**src/sv/prw_pkg.sv**
```systemverilog
// ---------------------------------------------------------------------------
// prw_pkg
// Shared widths, codes and helpers for the packet resequencer window core.
// ---------------------------------------------------------------------------
`default_nettype none

package prw_pkg;

   localparam int SEQ_W      = 63;   // sequence number field
   localparam int STATE_W    = 64;   // internal sequence arithmetic
   localparam int SLOT_W     = 16;   // slot index field
   localparam int CNT_W      = 17;   // slot counts, fills, missing count
   localparam int CSR_ADDR_W = 3;
   localparam int CSR_DATA_W = 32;

   localparam logic [CNT_W-1:0] MAX_SLOTS   = 17'h10000;
   localparam logic [CNT_W-1:0] FILL_MAX    = 17'h1ffff;
   localparam logic [CNT_W-1:0] SLOTS_RESET = 17'h10000;

   // register index, taken from paddr[2]
   localparam logic CSR_IDX_SLOTS = 1'b0;
   localparam logic CSR_IDX_MODE  = 1'b1;

   typedef enum logic [1:0] {
      PLACE_CURRENT       = 2'd0,
      PLACE_PREVIOUS      = 2'd1,
      PLACE_DUPLICATE     = 2'd2,
      PLACE_OUT_OF_WINDOW = 2'd3
   } placement_type;

   // saturating fill increment
   function automatic logic [CNT_W-1:0] fill_inc(input logic [CNT_W-1:0] f);
      return (f == FILL_MAX) ? f : f + 17'd1;
   endfunction

endpackage

`default_nettype wire

```
**src/sv/packet_resequencer_window_core.sv**
```systemverilog
// ---------------------------------------------------------------------------
// packet_resequencer_window_core
// Two-buffer reorder window: places each packet sequence number into the
// current or previous buffer, or drops it, one decision per word.
// ---------------------------------------------------------------------------
//
//   channel  | direction | handshake              | payload
//   ---------+-----------+------------------------+------------------------------
//   req      | in        | req_valid / req_stall  | seq_number
//   rsp      | out       | rsp_valid / rsp_stall  | placement, slot_index, flags,
//            |           |                        | missing_added
//   csr      | in/out    | psel/penable/pready    | slots_per_buffer, sequence_mode
//
// One word per cycle while rsp_stall does not hold the result register; a
// taken word sits in the input register, then its result is registered.
// The decision path is one pass of 64-bit adds and compares between the
// input register and the result register; window state updates as the
// result register loads.
// Reset (synchronous) closes the window and restores register defaults.
// rsp_stall holds the result register; the input register still takes one
// more word, and req_stall rises only when both are occupied.
// ---------------------------------------------------------------------------
`default_nettype none

module packet_resequencer_window_core (
   input  wire                                 clock,
   input  wire                                 reset,
   // request channel
   input  wire                                 req_valid,
   output logic                                req_stall,
   input  wire  [prw_pkg::SEQ_W-1:0]           req_seq_number,
   // result channel
   output logic                                rsp_valid,
   input  wire                                 rsp_stall,
   output prw_pkg::placement_type              rsp_placement,
   output logic [prw_pkg::SLOT_W-1:0]          rsp_slot_index,
   output logic                                rsp_window_advanced,
   output logic                                rsp_retired_complete,
   output logic                                rsp_previous_released,
   output logic [prw_pkg::CNT_W-1:0]           rsp_missing_added,
   // register port
   input  wire                                 psel,
   input  wire                                 penable,
   input  wire                                 pwrite,
   input  wire  [prw_pkg::CSR_ADDR_W-1:0]      paddr,
   input  wire  [prw_pkg::CSR_DATA_W-1:0]      pwdata,
   output logic [prw_pkg::CSR_DATA_W-1:0]      prdata,
   output logic                                pready
);
   import prw_pkg::*;

   // configuration
   logic [CNT_W-1:0]   slots_cfg_ff;
   logic               mode_ff;
   logic               csr_write;

   // input register
   logic               in_valid_ff;
   logic [SEQ_W-1:0]   in_seq_ff;
   logic               req_take;
   logic               fire;

   // window state
   logic               started_ff,  started_in;
   logic [STATE_W-1:0] last_ff,     last_in;
   logic [STATE_W-1:0] ws_ff,       ws_in;
   logic [CNT_W-1:0]   pos_ff,      pos_in;
   logic [CNT_W-1:0]   cur_fill_ff, cur_fill_in;
   logic               prev_vld_ff, prev_vld_in;
   logic [CNT_W-1:0]   prev_fill_ff, prev_fill_in;

   // result register
   logic               rsp_valid_ff;
   placement_type      place_ff,    place_in;
   logic [SLOT_W-1:0]  slot_ff,     slot_in;
   logic               adv_ff,      adv_in;
   logic               retired_ff,  retired_in;
   logic               released_ff, released_in;
   logic [CNT_W-1:0]   missing_ff,  missing_in;

   // decision path
   logic [CNT_W-1:0]          slots;
   logic                      adv_first;
   logic [STATE_W-1:0]        last_p1;
   logic [STATE_W-1:0]        ws_p1;
   logic [STATE_W-1:0]        ws_p2;
   logic [STATE_W-1:0]        seq;
   logic signed [STATE_W-1:0] dc;
   logic signed [STATE_W-1:0] ds;
   logic signed [STATE_W-1:0] s64;
   logic signed [STATE_W-1:0] neg_s;
   logic signed [STATE_W-1:0] two_s;
   logic [CNT_W-1:0]          jump_pos;
   logic [CNT_W-1:0]          late_slot;
   logic [CNT_W:0]            miss_acc;

   // ---------------- register port ----------------
   assign pready    = 1'b1;
   assign csr_write = psel && penable && pwrite && pready;

   always_comb begin
      case (paddr[2])
         CSR_IDX_SLOTS: prdata = {{(CSR_DATA_W-CNT_W){1'b0}}, slots_cfg_ff};
         CSR_IDX_MODE:  prdata = {{(CSR_DATA_W-1){1'b0}}, mode_ff};
         default:       prdata = '0;
      endcase
   end

   // ---------------- flow control ----------------
   // decision fires when the input register holds a word and the result
   // register is empty or being drained this cycle
   assign fire      = in_valid_ff && (!rsp_valid_ff || !rsp_stall);
   assign req_stall = in_valid_ff && !fire;
   assign req_take  = req_valid && !req_stall;

   // ---------------- decision ----------------
   // clamp to 1 .. MAX_SLOTS
   assign slots = (slots_cfg_ff == '0)       ? {{(CNT_W-1){1'b0}}, 1'b1} :
                  (slots_cfg_ff > MAX_SLOTS) ? MAX_SLOTS : slots_cfg_ff;

   assign adv_first = (pos_ff >= slots);
   assign last_p1   = last_ff + 64'd1;
   assign ws_p1     = ws_ff + {{(STATE_W-CNT_W){1'b0}}, slots};
   assign ws_p2     = ws_p1 + {{(STATE_W-CNT_W){1'b0}}, slots};
   assign seq       = mode_ff ? last_p1 : {1'b0, in_seq_ff};
   assign s64       = signed'({{(STATE_W-CNT_W){1'b0}}, slots});
   assign neg_s     = -s64;
   assign two_s     = signed'({{(STATE_W-CNT_W-1){1'b0}}, slots, 1'b0});
   assign dc        = signed'(seq - last_ff);

   always_comb begin
      started_in   = started_ff;
      last_in      = last_ff;
      ws_in        = ws_ff;
      pos_in       = pos_ff;
      cur_fill_in  = cur_fill_ff;
      prev_vld_in  = prev_vld_ff;
      prev_fill_in = prev_fill_ff;
      adv_in       = 1'b0;
      retired_in   = 1'b0;
      released_in  = 1'b0;
      miss_acc     = '0;
      place_in     = PLACE_OUT_OF_WINDOW;
      slot_in      = '0;

      // buffer switch before placement
      if (adv_first) begin
         adv_in = 1'b1;
         if (prev_vld_ff) begin
            if (prev_fill_ff < slots) begin
               miss_acc = {1'b0, slots - prev_fill_ff};
            end
            released_in = 1'b1;
         end
         if (cur_fill_ff == slots) begin
            retired_in   = 1'b1;
            prev_vld_in  = 1'b0;
            prev_fill_in = '0;
         end else begin
            prev_vld_in  = 1'b1;
            prev_fill_in = cur_fill_ff;
         end
         pos_in      = '0;
         cur_fill_in = '0;
         ws_in       = ws_p1;
      end

      ds        = signed'(seq - ws_in);
      jump_pos  = ds[CNT_W-1:0] - slots;
      late_slot = slots + ds[CNT_W-1:0];

      if (!started_ff) begin
         // first packet opens the window
         started_in  = 1'b1;
         last_in     = seq;
         ws_in       = seq;
         cur_fill_in = fill_inc(cur_fill_in);
         slot_in     = pos_in[SLOT_W-1:0];
         pos_in      = pos_in + 17'd1;
         place_in    = PLACE_CURRENT;
      end else if (seq == last_p1) begin
         last_in     = seq;
         cur_fill_in = fill_inc(cur_fill_in);
         slot_in     = pos_in[SLOT_W-1:0];
         pos_in      = pos_in + 17'd1;
         place_in    = PLACE_CURRENT;
      end else if (seq == last_ff) begin
         place_in = PLACE_DUPLICATE;
      end else if (dc < 0) begin
         if (ds < 0) begin
            if (!prev_vld_in || ds < neg_s) begin
               miss_acc = miss_acc + 18'd1;
            end else begin
               // late packet into the previous buffer
               prev_fill_in = fill_inc(prev_fill_in);
               slot_in      = late_slot[SLOT_W-1:0];
               place_in     = PLACE_PREVIOUS;
               if (prev_fill_in >= slots) begin
                  released_in  = 1'b1;
                  prev_vld_in  = 1'b0;
                  prev_fill_in = '0;
               end
            end
         end else if (ds >= s64) begin
            miss_acc = miss_acc + 18'd1;
         end else begin
            cur_fill_in = fill_inc(cur_fill_in);
            slot_in     = ds[SLOT_W-1:0];
            place_in    = PLACE_CURRENT;
         end
      end else begin
         if (ds >= s64) begin
            if (ds >= two_s) begin
               miss_acc = miss_acc + 18'd1;
            end else begin
               // jump into the next buffer: a further advance
               adv_in = 1'b1;
               if (prev_vld_in) begin
                  if (prev_fill_in < slots) begin
                     miss_acc = miss_acc + {1'b0, slots - prev_fill_in};
                  end
                  released_in = 1'b1;
               end
               if (cur_fill_in == slots) begin
                  retired_in   = 1'b1;
                  prev_vld_in  = 1'b0;
                  prev_fill_in = '0;
               end else begin
                  prev_vld_in  = 1'b1;
                  prev_fill_in = cur_fill_in;
               end
               ws_in       = adv_first ? ws_p2 : ws_p1;
               cur_fill_in = fill_inc('0);
               last_in     = seq;
               pos_in      = jump_pos + 17'd1;
               slot_in     = jump_pos[SLOT_W-1:0];
               place_in    = PLACE_CURRENT;
            end
         end else if (ds < 0) begin
            miss_acc = miss_acc + 18'd1;
         end else begin
            // skip ahead inside the window
            cur_fill_in = fill_inc(cur_fill_in);
            slot_in     = ds[SLOT_W-1:0];
            pos_in      = ds[CNT_W-1:0] + 17'd1;
            last_in     = seq;
            place_in    = PLACE_CURRENT;
         end
      end

      missing_in = (miss_acc > {1'b0, FILL_MAX}) ? FILL_MAX : miss_acc[CNT_W-1:0];
   end

   // ---------------- control and state ----------------
   always_ff @(posedge clock) begin
      if (reset) begin
         slots_cfg_ff <= SLOTS_RESET;
         mode_ff      <= 1'b0;
         in_valid_ff  <= 1'b0;
         rsp_valid_ff <= 1'b0;
         started_ff   <= 1'b0;
         last_ff      <= '0;
         ws_ff        <= '0;
         pos_ff       <= '0;
         cur_fill_ff  <= '0;
         prev_vld_ff  <= 1'b0;
         prev_fill_ff <= '0;
      end else begin
         if (csr_write) begin
            case (paddr[2])
               CSR_IDX_SLOTS: slots_cfg_ff <= pwdata[CNT_W-1:0];
               CSR_IDX_MODE:  mode_ff      <= pwdata[0];
               default: ;
            endcase
         end

         if (req_take) begin
            in_valid_ff <= 1'b1;
         end else if (fire) begin
            in_valid_ff <= 1'b0;
         end

         if (fire) begin
            rsp_valid_ff <= 1'b1;
         end else if (!rsp_stall) begin
            rsp_valid_ff <= 1'b0;
         end

         if (fire) begin
            started_ff   <= started_in;
            last_ff      <= last_in;
            ws_ff        <= ws_in;
            pos_ff       <= pos_in;
            cur_fill_ff  <= cur_fill_in;
            prev_vld_ff  <= prev_vld_in;
            prev_fill_ff <= prev_fill_in;
         end
      end
   end

   // ---------------- payload ----------------
   always_ff @(posedge clock) begin
      if (req_take) begin
         in_seq_ff <= req_seq_number;
      end
      if (fire) begin
         place_ff    <= place_in;
         slot_ff     <= slot_in;
         adv_ff      <= adv_in;
         retired_ff  <= retired_in;
         released_ff <= released_in;
         missing_ff  <= missing_in;
      end
   end

   assign rsp_valid             = rsp_valid_ff;
   assign rsp_placement         = place_ff;
   assign rsp_slot_index        = slot_ff;
   assign rsp_window_advanced   = adv_ff;
   assign rsp_retired_complete  = retired_ff;
   assign rsp_previous_released = released_ff;
   assign rsp_missing_added     = missing_ff;

endmodule

`default_nettype wire

```
**config.mk**
```make
export PLATFORM = sky130hd
export DESIGN_NAME = packet_resequencer_window_core
export DESIGN_NICKNAME = d
export VERILOG_FILES = /design/src/sv/prw_pkg.sv /design/src/sv/packet_resequencer_window_core.sv
export SDC_FILE = /design/constraint.sdc
export NUM_CORES = 2
export LEC_CHECK = 0
export BUFFER_PORTS_ARGS = -buffer_cell sky130_fd_sc_hd__buf_2
export CAP_MARGIN = 20
export CELL_PAD_IN_SITES_DETAIL_PLACEMENT = 1
export CELL_PAD_IN_SITES_GLOBAL_PLACEMENT = 2
export CORE_MARGIN = 3
export CORE_UTILIZATION = 40
export DETAILED_ROUTE_END_ITERATION = 8
export GPL_ROUTABILITY_DRIVEN = 0
export PLACE_DENSITY_LB_ADDON = 0.25
export SYNTH_ARGS = -nofsm -noshare
export SYNTH_HDL_FRONTEND = slang
export SYNTH_SLANG_ARGS = --single-unit
```
**constraint.sdc**
```tcl
create_clock -name clock -period 20 [get_ports clock]
set_clock_uncertainty 0.2 [all_clocks]
set_input_delay 2 -clock clock [delete_from_list [all_inputs] [get_ports clock]]
set_output_delay 2 -clock clock [all_outputs]
set_load 0.01 [all_outputs]
```
==> results.md <==
* Status: complete, no violations
* Critical path class: flop to flop
* Flop pwr share at 0.247
* Post-CTS Resized at 0
* Final nets at roughly 6,000
* Ports at ~180
* Initial Util at 0.405
* Clock transition at the registers of the reported paths at ~0.060 ns
* Met1 Track Usage GR at 0.488
* Crit-path slowest cell: nor2_1
* Simple-gate share of the synthesized area at 0.256
* Vias in the first global route at about 42,000
* Post-Syn Instances at 5,470
* Met3 Usage GRT at 0.0656
* Core Region at 0.0969 mm2
* GRT overflow at 0
* Setup violations, final at 0
* Syn. warnings at 0
* Hold path depth at 2
* Synthesized-area fraction occupied by adder cells at 0.119
* Hpwl dp at around 140,000 um
* Drc violations at 0
* Setup TNS at 0 ns
* Most frequent cells in the layout: nand2_1 (608), a21oi_1 (546), nor2_1 (443)
* Flops & latches, synth at slightly above 300
* Setup crit end kind: flop
* Max Cap Viol at 0
* Root Driver: clkbuf_16
* Clk sink count at 302
* Synth Area per Inst at ~7 um2
* Post-CTS Hold Buffers at 0
* Crit path max fanout at 15
* R2r worst-path depth at 49
* Worst path max stage delay at 0.85 ns
* Synth area leaders: ha_1 (12%), dfxtp_1 (10%), edfxtp_1 (7.7%)
* Most common cell after layout, fill and taps aside: nand2_1
* Critical path depth at 49
* CTS Buf Count at between 40 and 50
* H-tree levels at 2
* Share of power burned in the clock network at 0.303
* Hold Path Class: flop to flop
* Largest family of logic cells by synthesized area: compound AO/OA/AOI/OAI gates
* Layout cell share with drive strength beyond 1 at 0.0835
* CP Launch Type: flop
* Distinct cells, synth at about 110
* Worst slew pin tran at between 1 and 1.5 ns
* Placement Rows at 114
* Clock latency on the worst-skew pair at 0.65 ns
* GRT Resource Usage Total at 0.336
* Psw at 1.24 mW
* Met2 GRT Util at 0.502
* Layout fillers at 12,300
* Ys async rst share at 0
* Synth area leader: ha_1
* WHS at 0.251 ns
* Slew Viols, Final at 0
* Arrival @ worst endpoint at 15.16 ns
* Peak supply drop at between 0.07 and 0.08 mV
* Final hold vios at 0
* Sw Ratio at 0.431
* Die Area at 0.102 mm2
* Avg WL per Cell at 26.3 um
* Synthesized cell area at 0.0392 mm2
* Fmax at 66.6 MHz
* Largest net degree at the start of global routing at between 90 and 100
* Comb power frac at 0.450
* Post-synth EDFFs at about 100
* Period Utilization, post-route at 0.750
* Routed WL at 179,000 um
* Vias per cell at 6.43
* Multiplexer share of the synthesized area at 0.0146
* Port Buffers at 144
* Antenna viol nets, final at 0
* Cell mode on critical path: nand2_1
* Die Ht at 319 um
* Synth Flop Type: dfxtp_1
* Worst rel slew slack at 0.161
* DR pass1 iterations at 6
* Post-CTS Setup Bufs at 0
* Initial antenna violation count at 5
* Compound-cell area share of the yosys netlist at 0.274
* Internal at 1.63 mW
* Initial DRC count at 4,541
* LEAKAGE at 16.5 nW
* Via Count at roughly 44,000
* Pwr per Cell Area at 66.9 mW/mm2
* Post-synthesis xor/xnor area fraction at 0.0956
* CP required at around 20 ns
* TritonCTS clock tree: built
* Sequential-to-total area share from yosys stat at 0.180
* Syn-to-layout area delta at 9.54%
* Die Wd at 319 um
* First-pass GRT wire length at 266,000 um
* Top cell type's share of synthesized area at 0.115
* CP Buf/Inv Count at 3
* Clock period minus worst slack at 15.01 ns
* RSZ-0062 raised after global routing: no
* Cell family with most CP delay: simple AND/OR/NAND/NOR gates
* Grt peak-use layer: met2
* Clock buffer depth at 3
-- power by group through the flow --
stage | sequential, mW | clock (mW) | combinational, mW
after floorplan | 0.700 | 0 | 0.870
after global routing | 0.713 | 0.910 | 1.40
after CTS | 0.708 | 0.888 | 1.25
final | 0.709 | 0.870 | 1.29
after global placement | 0.719 | 0 | 1.22
after detailed placement | 0.721 | 0 | 1.25
-- final timing paths --
| path | slack [ns] | startpoint | endpoint |
|---|---|---|---|
| worst max-delay path | 4.99 | slots_cfg_ff[13] | rsp_missing_added[12] |
| worst min-delay path | 0.25 | prev_fill_ff[1] | prev_fill_ff[1] |
| worst max register to register | 4.99 | slots_cfg_ff[13] | rsp_missing_added[12] |
| worst min register to register | 0.25 | prev_fill_ff[1] | prev_fill_ff[1] |
-- routing by layer --
metal | vias to the layer above | part of all wire
met5 | - | 0.000073
met4 | 2 | 0.031
met3 | 258 | 0.098
met2 | 1877 | 0.42
met1 | 21600 | 0.45
li1 | 20000 | -
-- flip-flops by register name (all words and copies together), names as in the netlist --
signal	flops
prev_vld_ff	1
rsp_missing_added	17
rsp_valid	1
rsp_slot_index	16
prev_fill_ff	17
mode_ff	1
rsp_window_advanced	1
pos_ff	17
rsp_placement	2
in_seq_ff	63
rsp_previous_released	1
rsp_retired_complete	1
in_valid_ff	1
slots_cfg_ff	17
started_ff	1
last_ff	64
cur_fill_ff	17
ws_ff	64
-- metrics by stage --
step | util | cells | total power [mW] | setup WS [ns] | cell area, um2
5_1_grt | 0.443 | 6808 | 3.02 | 4.35 | 42900
3_3_place_gp | 0.427 | 6727 | 1.94 | 5.51 | 41300
2_1_floorplan | - | 5508 | 1.57 | 9.28 | 39300
4_1_cts | 0.443 | 6806 | 2.85 | 5.13 | 42900
3_5_place_dp | 0.427 | 6728 | 1.97 | 5.26 | 41300
6_report | 0.443 | 6808 | 2.87 | 4.99 | 42900
-- cells in the mapped netlist (all sizes together), types with 44 or more instances --
cell,n
a211oi,62
a21o,136
a21oi,549
a22oi,49
a31oi,66
and3,63
buf,90
clkbuf,236
dfxtp,201
edfxtp,101
ha,361
inv,264
nand2,611
nand2b,55
nand3,194
nand4,156
nor2,453
nor2b,58
nor3,153
nor4,88
o211ai,66
o21ai,328
o21bai,49
or3,44
xnor2,298
xor2,122
-- logic make-up (layout without fill, tap and decap cells) --
family / count (synthesis) / after routing
buf+inv: 591 / 614
other cells: 2 / 41
simple gates: 2048 / 2048
compound gates: 1679 / 1679
xor+xnor: 423 / 423
mux: 55 / 55
flops: 302 / 302
fa+ha+maj: 370 / 370
-- worst reg2reg max path, delay by kind of cell, from the launching register on --
family                   cells  cell delay [ns]
AND/OR/NAND/NOR             16             5.30
AO/OA/AOI/OAI               23             5.25
adder cells (fa/ha/maj)      4             1.45
XOR/XNOR                     3             1.25
buffers and inverters        3             0.85
flip-flops                   1             0.42
-- area by class of cell --
cell class              instances  area, um2  share of cell area
multi-input cells            4615      30000               0.699
flip-flops and latches        302       7060               0.165
repair buffers                271       1700              0.0396
well taps                    1276       1600              0.0372
clock buffers                  51       1100              0.0257
inverters                     265        997              0.0232
clock inverters                27        459              0.0107
diodes                          1       2.50           0.0000583
Power figures use the tool's default switching activity.
